<file path="config.mk">
export PLATFORM = sky130hd
export DESIGN_NAME = window_level_gray_table
export DESIGN_NICKNAME = d
export VERILOG_FILES = /design/src/rtl/wlg_pkg.sv /design/src/rtl/wlg_idx_div.sv /design/src/rtl/window_level_gray_table.sv
export SDC_FILE = /design/constraint.sdc
export NUM_CORES = 2
export LEC_CHECK = 0
export BUFFER_PORTS_ARGS = -buffer_cell sky130_fd_sc_hd__buf_2
export CAP_MARGIN = 20
export CELL_PAD_IN_SITES_DETAIL_PLACEMENT = 2
export CELL_PAD_IN_SITES_GLOBAL_PLACEMENT = 2
export CORE_MARGIN = 4
export CORE_UTILIZATION = 25
export CTS_BUF_LIST = sky130_fd_sc_hd__clkbuf_2
export CTS_CLUSTER_DIAMETER = 200
export CTS_CLUSTER_SIZE = 24
export DETAILED_ROUTE_END_ITERATION = 10
export GPL_TIMING_DRIVEN = 0
export PLACE_DENSITY = 0.59
export SYNTH_ARGS = -nofsm -noshare
export SYNTH_HDL_FRONTEND = slang
export SYNTH_HIERARCHICAL = 1
export SYNTH_SLANG_ARGS = --single-unit
</file>
<file path="constraint.sdc">
create_clock -name clk -period 14.3 [get_ports clk]
set_clock_uncertainty 0.15 [all_clocks]
set_input_delay 2.86 -clock clk [delete_from_list [all_inputs] [get_ports clk]]
set_output_delay 2.86 -clock clk [all_outputs]
set_load 0.05 [all_outputs]
</file>
<file path="src/rtl/wlg_pkg.sv">
`timescale 1ns / 1ps
// ----------------------------------------------------------------------------
// wlg_pkg
// Shared types, constants and the gray ramp division step for the
// window/level grayscale table.
// ----------------------------------------------------------------------------
package wlg_pkg;

	// Upper clamp on the number of table entries in use.
	localparam int unsigned MAX_COLORS = 4096;

	// Configuration register indexes.
	typedef enum logic [2:0] {
		REG_WINDOW_WIDTH  = 3'd0,
		REG_LEVEL_CENTER  = 3'd1,
		REG_RANGE_LOW     = 3'd2,
		REG_RANGE_HIGH    = 3'd3,
		REG_INVERSE_VIDEO = 3'd4,
		REG_BELOW_COLOR   = 3'd5,
		REG_ABOVE_COLOR   = 3'd6,
		REG_COLOR_COUNT   = 3'd7
	} reg_idx_t;

	// States of the ramp end index divider.
	typedef enum logic [1:0] {
		DV_IDLE,
		DV_MUL,
		DV_RUN
	} div_state_t;

	// Payload that travels down the lookup pipeline.
	typedef struct packed {
		logic        ramp;   // entry lies inside the gray ramp
		logic [31:0] color;  // fixed color for entries outside the ramp
		logic [20:0] rem;    // running remainder of the gray division
		logic [12:0] dvs;    // divisor, twice the ramp length
		logic [7:0]  quo;    // gray level built so far
	} ramp_t;

	// Two restoring division steps, quotient bits hi and hi-1.
	function automatic ramp_t div2(ramp_t x, int unsigned hi);
		ramp_t       y;
		logic [20:0] sh;
		y = x;
		for (int i = 0; i < 2; i++) begin
			sh = 21'(y.dvs) << (hi - i);
			if (y.rem >= sh) begin
				y.rem = y.rem - sh;
				y.quo[3'(hi - i)] = 1'b1;
			end
		end
		return y;
	endfunction

endpackage

</file>
<file path="src/rtl/wlg_idx_div.sv">
`timescale 1ns / 1ps
// ----------------------------------------------------------------------------
// wlg_idx_div
// Maps one ramp end to a table index: trunc(num * n / span2), clamped to
// 0..n-1, by one multiply and a bit-serial restoring division.
// ----------------------------------------------------------------------------
module wlg_idx_div import wlg_pkg::*; (
	input  logic               clk,
	input  logic               arst_n,
	input  logic               start,
	input  logic signed [35:0] num,
	input  logic signed [33:0] span2,
	input  logic        [12:0] n,
	output logic               busy,
	output logic        [11:0] idx
);

	div_state_t  state_q, state_d;
	logic [35:0] mag_q;
	logic [33:0] div_q;
	logic        zero_q;
	logic [12:0] n_q;
	logic [48:0] rem_q;
	logic [13:0] quo_q;
	logic [3:0]  cnt_q;
	logic [48:0] shifted;

	// State register.
	always_ff @(posedge clk or negedge arst_n) begin
		if (!arst_n) begin
			state_q <= DV_IDLE;
		end else begin
			state_q <= state_d;
		end
	end

	// Next state; a new start always restarts the unit.
	always_comb begin
		state_d = state_q;
		unique case (state_q)
			DV_IDLE: state_d = DV_IDLE;
			DV_MUL:  state_d = DV_RUN;
			DV_RUN:  state_d = (cnt_q == 4'd0) ? DV_IDLE : DV_RUN;
			default: state_d = DV_IDLE;
		endcase
		if (start) begin
			state_d = DV_MUL;
		end
	end

	assign busy    = (state_q != DV_IDLE);
	assign shifted = 49'(div_q) << cnt_q;

	// Operand capture, product and one quotient bit per cycle.
	always_ff @(posedge clk) begin
		if (start) begin
			mag_q  <= num[35] ? 36'(-num) : 36'(num);
			div_q  <= span2[33] ? 34'(-span2) : 34'(span2);
			zero_q <= (num == '0) || (span2 == '0) || (num[35] != span2[33]);
			n_q    <= n;
			quo_q  <= '0;
			cnt_q  <= 4'd13;
		end else if (state_q == DV_MUL) begin
			rem_q <= 49'(mag_q) * 49'(n_q);
		end else if (state_q == DV_RUN) begin
			if (rem_q >= shifted) begin
				rem_q        <= rem_q - shifted;
				quo_q[cnt_q] <= 1'b1;
			end
			cnt_q <= cnt_q - 4'd1;
		end
	end

	// A negative or empty mapping clamps to zero, a large one to n-1.
	always_comb begin
		if (zero_q) begin
			idx = '0;
		end else if (quo_q >= 14'(n_q)) begin
			idx = 12'(n_q - 13'd1);
		end else begin
			idx = 12'(quo_q);
		end
	end

endmodule

</file>
<file path="src/rtl/window_level_gray_table.sv">
`timescale 1ns / 1ps
// ----------------------------------------------------------------------------
// window_level_gray_table
// Window/level grayscale lookup table: one RGBA entry per table index.
// ----------------------------------------------------------------------------
// Usage:
//  The s_axis channel carries an entry index, the m_axis channel returns
//  the RGBA color of that entry, one result transaction per input
//  transaction and in the same order. The cfg channel writes the eight
//  registers (window, level, range, inverse video, colors, count); it is
//  always ready.
//  The pipeline takes one transaction per clock unless the receiver stalls
//  or the index dividers run. The gray level is a restoring division done
//  two bits per stage over four stages.
//  The ramp start and end indexes are worked out from the registers by two
//  serial dividers, one quotient bit per cycle. After reset and after every
//  register write, s_axis_tready stays low while they run.
//  When the receiver stalls, the output register holds and the whole
//  pipeline freezes, so s_axis_tready drops; nothing is lost or repeated.
//  Reset loads the documented register defaults and empties the pipeline.
// ----------------------------------------------------------------------------
module window_level_gray_table import wlg_pkg::*; (
	input  logic        clk,
	input  logic        arst_n,
	input  logic        s_axis_tvalid,
	output logic        s_axis_tready,
	input  logic [15:0] s_axis_tdata,   // [11:0] entry_index, [15:12] zero
	output logic        m_axis_tvalid,
	input  logic        m_axis_tready,
	output logic [31:0] m_axis_tdata,   // red, green, blue, alpha, 8 bits each
	input  logic        cfg_valid,
	output logic        cfg_ready,
	input  logic [2:0]  cfg_index,
	input  logic [31:0] cfg_data
);

	logic signed [31:0] window_width_q, level_center_q, range_low_q, range_high_q;
	logic               inverse_video_q;
	logic [31:0]        below_color_q, above_color_q;
	logic [12:0]        color_count_q;
	logic               pending_q;

	logic [12:0]        n;
	logic signed [35:0] num_start, num_end, lev2, win, lo2;
	logic signed [33:0] span2;
	logic               busy_a, busy_b, busy;
	logic [11:0]        q_start, q_end, start_idx, end_idx;

	logic               en, accept;
	logic               v_s1, v_s2, v_s3, v_s4, v_s5;
	ramp_t              st_s1, st_s2, st_s3, st_s4, st_s5, st_in;
	logic [11:0]        e, k, d;

	// Configuration registers.
	assign cfg_ready = 1'b1;
	always_ff @(posedge clk or negedge arst_n) begin
		if (!arst_n) begin
			window_width_q  <= 32'sd16777216;
			level_center_q  <= 32'sd8388608;
			range_low_q     <= 32'sd0;
			range_high_q    <= 32'sd65536;
			inverse_video_q <= 1'b0;
			below_color_q   <= 32'h0000_00FF;
			above_color_q   <= 32'hFFFF_FFFF;
			color_count_q   <= 13'd256;
			pending_q       <= 1'b1;
		end else begin
			pending_q <= cfg_valid;
			if (cfg_valid) begin
				unique case (reg_idx_t'(cfg_index))
					REG_WINDOW_WIDTH:  window_width_q  <= cfg_data;
					REG_LEVEL_CENTER:  level_center_q  <= cfg_data;
					REG_RANGE_LOW:     range_low_q     <= cfg_data;
					REG_RANGE_HIGH:    range_high_q    <= cfg_data;
					REG_INVERSE_VIDEO: inverse_video_q <= cfg_data[0];
					REG_BELOW_COLOR:   below_color_q   <= cfg_data;
					REG_ABOVE_COLOR:   above_color_q   <= cfg_data;
					REG_COLOR_COUNT:   color_count_q   <= cfg_data[12:0];
					default: ;
				endcase
			end
		end
	end

	// Effective count and the doubled scalar offsets of both ramp ends.
	always_comb begin
		if (color_count_q < 13'd2) begin
			n = 13'd2;
		end else if (color_count_q > 13'(MAX_COLORS)) begin
			n = 13'(MAX_COLORS);
		end else begin
			n = color_count_q;
		end
		lev2      = 36'(level_center_q) <<< 1;
		win       = 36'(window_width_q);
		lo2       = 36'(range_low_q) <<< 1;
		num_start = lev2 - win - lo2;
		num_end   = lev2 + win - lo2;
		span2     = (34'(range_high_q) - 34'(range_low_q)) <<< 1;
	end

	wlg_idx_div u_div_start (
		.clk   (clk),
		.arst_n(arst_n),
		.start (pending_q),
		.num   (num_start),
		.span2 (span2),
		.n     (n),
		.busy  (busy_a),
		.idx   (q_start)
	);

	wlg_idx_div u_div_end (
		.clk   (clk),
		.arst_n(arst_n),
		.start (pending_q),
		.num   (num_end),
		.span2 (span2),
		.n     (n),
		.busy  (busy_b),
		.idx   (q_end)
	);

	assign busy      = pending_q | busy_a | busy_b;
	assign start_idx = (q_start == '0) ? 12'd1 : q_start;
	assign end_idx   = (q_end == '0) ? 12'd1 : q_end;

	// Handshake: the pipeline moves whenever the output register is free.
	assign en            = !v_s5 || m_axis_tready;
	assign s_axis_tready = en && !busy;
	assign accept        = s_axis_tvalid && s_axis_tready;

	// Stage 1 setup: classify the entry and form the gray dividend.
	always_comb begin
		e           = s_axis_tdata[11:0];
		k           = e - start_idx;
		d           = end_idx - start_idx;
		st_in       = '0;
		st_in.ramp  = (e < end_idx) && (e >= start_idx);
		if (e >= end_idx) begin
			st_in.color = inverse_video_q ? below_color_q : above_color_q;
		end else begin
			st_in.color = inverse_video_q ? above_color_q : below_color_q;
		end
		if (inverse_video_q) begin
			st_in.rem = 21'd511 * 21'(d) - 21'd510 * 21'(k);
		end else begin
			st_in.rem = 21'd510 * 21'(k) + 21'(d);
		end
		st_in.dvs = {d, 1'b0};
	end

	// Valid bits.
	always_ff @(posedge clk or negedge arst_n) begin
		if (!arst_n) begin
			v_s1 <= 1'b0;
			v_s2 <= 1'b0;
			v_s3 <= 1'b0;
			v_s4 <= 1'b0;
			v_s5 <= 1'b0;
		end else if (en) begin
			v_s1 <= accept;
			v_s2 <= v_s1;
			v_s3 <= v_s2;
			v_s4 <= v_s3;
			v_s5 <= v_s4;
		end
	end

	// Payload stages: two quotient bits per stage.
	always_ff @(posedge clk) begin
		if (en) begin
			st_s1 <= st_in;
			st_s2 <= div2(st_s1, 7);
			st_s3 <= div2(st_s2, 5);
			st_s4 <= div2(st_s3, 3);
			st_s5 <= div2(st_s4, 1);
		end
	end

	// Output: red in the lowest byte.
	assign m_axis_tvalid = v_s5;
	assign m_axis_tdata  = st_s5.ramp ?
		{8'hFF, st_s5.quo, st_s5.quo, st_s5.quo} :
		{st_s5.color[7:0], st_s5.color[15:8], st_s5.color[23:16], st_s5.color[31:24]};

	// Once the dividers settle, both ramp ends lie inside the table.
	a_idx_range: assert property (@(posedge clk) disable iff (!arst_n)
		!busy |-> (start_idx >= 12'd1) && (13'(start_idx) < n) && (end_idx >= 12'd1))
		else $error("ramp index out of range");

	// A ramp entry always divides out within eight quotient bits.
	a_gray_exact: assert property (@(posedge clk) disable iff (!arst_n)
		(v_s5 && st_s5.ramp) |-> (st_s5.rem < 21'(st_s5.dvs)))
		else $error("gray division left a remainder too large");

	// A write restarts the index dividers and blocks new input.
	a_cfg_block: assert property (@(posedge clk) disable iff (!arst_n)
		cfg_valid |=> !s_axis_tready ##1 (busy_a && busy_b))
		else $error("index recompute not started after a register write");

endmodule

</file>
==> impl_summary.txt <==
----------------------------------------------------
[Run status]
  Run status ... complete, no violations

[Logic synthesis]
  Post-synth EDFFs ... between 500 and 600
  Register bit count reported by yosys ... just over 800
  Yosys warnings ... 6
  Post-synthesis instance area ... between 90000 and 100000 µm²
  Commonest register cell after synthesis ... edfxtp_1
  Ys async rst share ... 0.260
  Syn avg cell area ... approximately 9.4 µm²
  Portion of the post-synthesis area used by sequential elements ... 0.260
  Number of unique standard cell types used by synthesis ... about 110
  Synthesized instance count ... slightly below 10000

[Worst setup path]
  Critical path start-end classification ... register to register
  Startpoint class of the critical path ... register
  Required arrival time at the worst endpoint ... about 16 ns
  Most repeated library cell on the critical path ... inv_1
  Crit path capture type ... register
  Critical-path top delay cell ... clkbuf_1
  Worst endpoint data arrival time ... 14.99 ns
  Max Fanout on Critical Path ... 10
  Delay of the slowest cell on the worst path ... 0.78 ns

[Clock tree]
  Sinks on the clock net ... about 830
  H-tree depth ... 2
  Cell at the root of the clock tree ... clkbuf_2
  Clock buffers created by TritonCTS ... 43
  Latest clock arrival within the worst-skew pair ... 1.63 ns
  Number of buffers inserted by hold repair at cts ... 0
  Clock tree from TritonCTS ... done
  Register clock-pin slew on the reported worst setup and hold paths ... between 0.4 and 0.5 ns
  Max Buffers Root-to-Sink ... 3

[Drt]
  Via count of the routed design ... around 70000
  Post-detailed-route wirelength per cell ... 23.5 µm
  Wire length reported by the detailed router ... between 300000 and 400000 µm
  Via-per-instance ratio ... approximately 4.8
  Routed Antenna Nets ... 0
  Detailed-router iteration count before antenna repair ... 5
  Starting DRT DRC Count ... about 3400
  Post-route DRC ... 0

[Global routing]
  Global-route usage over all layers ... 0.181
  Global-route wire length before repair ... roughly 520000 µm
  GRT Residual Overflow ... 0
  Largest net degree at the start of global routing ... 138
  Number of global-route vias before repair ... around 79000
  Initial antenna violation count ... 28

[Finish]
  FF+latch area ... 23600 µm²
  Nets ... 11500
  Multi-input logic area ... 60400 µm²
  Share of final-layout standard cells stronger than drive strength 1 ... 0.0732
  Area grow syn2layout ... 9.21%
  Number of fillers in the final layout ... just over 40000

[Timing]
  Count of pins over their slew limit ... 0
  Number of hold-slack violations in the final timing report ... 0
  Min setup slack post-route ... roughly 0.55 ns
  Max Freq ... between 70 and 80 MHz
  Minimum clock period ... ~14 ns
  Slew margin rel. ... 0.202
  Number of failing setup endpoints in the final timing report ... 0
  Final period util ... 0.962
  Worst Tran Pin Value ... 1.19 ns

[Floorplanning]
  Initial core utilization ... 0.252
  Die boundary width ... between 600 and 700 µm
  Placeable core area ... between 300000 and 400000 µm²
  Area enclosed by the die boundary ... ~370000 µm²
  Number of primary I/O pins ... 91
  Vert. Die Dim ... slightly above 600 µm
  Cell row count ... 220

[Place]
  Pre-CTS WS ... -2.15 ns
  Port-buffer cells ... between 80 and 90
  Final weighted congestion of routability-driven global placement ... between 0.8 and 0.9
  Sum of net half-perimeters after detailed placement ... 291000 µm

[Worst hold path]
  Class of the most critical hold timing path ... register to register

[Run]
  Max_cap viols ... 0

----------------------------------------------------
## worst max-delay path: cells and delay by family (launching register included)
family / cells / cell delay, ns
adder cells (fa/ha/maj): 13 / 5.60
buffers and inverters: 10 / 1.95
AND/OR/NAND/NOR: 7 / 0.99
AO/OA/AOI/OAI: 16 / 3.40
XOR/XNOR: 4 / 0.88
flip-flops: 1 / 0.54
## cells in the final DEF (no fill, tap or decap), types with 36 or more instances in the layout
master	synthesis	layout
o21ai_0	522	515
and2_1	381	381
clkbuf_1	395	380
o211ai_1	45	45
mux4_2	46	46
nand3_1	124	124
fa_1	941	940
o21bai_1	64	64
and3_1	66	66
nand4_1	81	81
nor3_1	94	91
nand2b_1	73	73
inv_1	1494	1492
o31ai_1	55	54
a21o_1	209	209
mux2_2	196	196
xnor2_1	401	387
a211oi_1	49	42
dfxtp_1	36	36
nor2b_1	67	66
buf_2	1	89
buf_4	2	50
dfrtp_1	171	171
a21oi_1	480	478
a31oi_1	60	59
xor2_1	159	151
dfstp_2	45	44
mux2i_1	74	74
ha_1	676	670
clkbuf_2	0	77
edfxtp_1	579	579
nand2_1	1180	1179
nor2_1	326	322
or2_2	42	42
o21a_1	49	48
or3_1	48	48
## cells in the mapped netlist (73+ instances only)
master / instances / share of area
inv_1: 1494 / 0.062
nand2_1: 1180 / 0.049
fa_1: 941 / 0.21
ha_1: 676 / 0.093
edfxtp_1: 579 / 0.19
o21ai_0: 522 / 0.029
a21oi_1: 480 / 0.026
xnor2_1: 401 / 0.039
clkbuf_1: 395 / 0.016
and2_1: 381 / 0.026
nor2_1: 326 / 0.013
a21o_1: 209 / 0.017
mux2_2: 196 / 0.024
dfrtp_1: 171 / 0.047
xor2_1: 159 / 0.015
nand3_1: 124 / 0.0068
nor3_1: 94 / 0.0052
nand4_1: 81 / 0.0056
mux2i_1: 74 / 0.0082
nand2b_1: 73 / 0.0050
## flip-flops by register name, indices dropped and copies added (netlist names), 32 cells and up
| name | count |
|---|---|
| u_div_end/mag_q | 36 |
| st_s4 | 71 |
| st_s1 | 65 |
| range_low_q | 32 |
| u_div_start/div_q | 34 |
| u_div_end/div_q | 34 |
| range_high_q | 32 |
| u_div_end/rem_q | 49 |
| level_center_q | 32 |
| u_div_start/mag_q | 36 |
| below_color_q | 32 |
| u_div_start/rem_q | 49 |
| st_s5 | 41 |
| st_s2 | 67 |
| above_color_q | 32 |
| window_width_q | 32 |
| st_s3 | 69 |
## layout make-up
class                      count  area share
sequential                   831       0.238
inverter                    1501      0.0569
tap                         4773      0.0603
clock inverter                 9     0.00119
buffer                       418      0.0166
clock buffer                  71     0.00359
multi-input combinational   6898       0.610
antenna                       12    0.000303
timing repair buffer         167      0.0135
## worst paths after layout
| kind | start | to | slack (ns) | cells after the start |
|---|---|---|---|---|
| setup / recovery | u_div_start/n_q[9] | st_s1[41] | 0.55 | 50 |
| hold / removal | st_s1[18] | st_s2[18] | 0.24 | 0 |
| setup reg to reg | u_div_start/n_q[9] | st_s1[41] | 0.55 | 50 |
| hold reg to reg | st_s1[18] | st_s2[18] | 0.24 | 0 |
| max in group asynchronous | arst_n | below_color_q[12] | 12.25 | 2 |
| min in group asynchronous | arst_n | window_width_q[28] | 0.77 | 1 |
## through the flow
stage          hold WS, ns  area [µm²]  setup TNS, ns  std cells   util
6_report             0.240       99100              0      14700  0.275
5_1_grt              0.230       99100        -0.0850      14700  0.275
4_1_cts              0.244       98700              0      14600  0.274
3_5_place_dp         0.257       97900         -12.52      14600  0.272
3_3_place_gp         0.254       97200         -14.25      14500  0.270
2_1_floorplan        0.250       90800              0       9653      -
## layer usage
layer / track usage / up-vias / routed length [µm]
li1: - / 32400 / -
met1: 0.243 / 37400 / 158000
met2: 0.324 / 753 / 172000
met3: 0.0108 / 211 / 7620
met4: 0.0313 / 8 / 6340
met5: 0 / - / 50
## repair_timing
action                                  CTS  global route
pin swaps                                 5            17
setup buffers                             6            19
endpoints found under the setup margin   12             7
resized for setup                        52            44
gates cloned                              0             0
## logic make-up (layout without fill, tap and decap cells)
kind of cell	count (synthesis)	count (layout)	share of synthesized area
buf+inv	1924	2166	0.0801
compound gates	1777	1777	0.122
flops	831	831	0.260
xor+xnor	560	560	0.0540
simple gates	2614	2614	0.139
mux	320	320	0.0446
fa+ha+maj	1618	1618	0.301
other cells	2	21	0.0000827
Power is not shown: default switching activity piles up to over one toggle a cycle in this logic, so the estimate is an artifact.
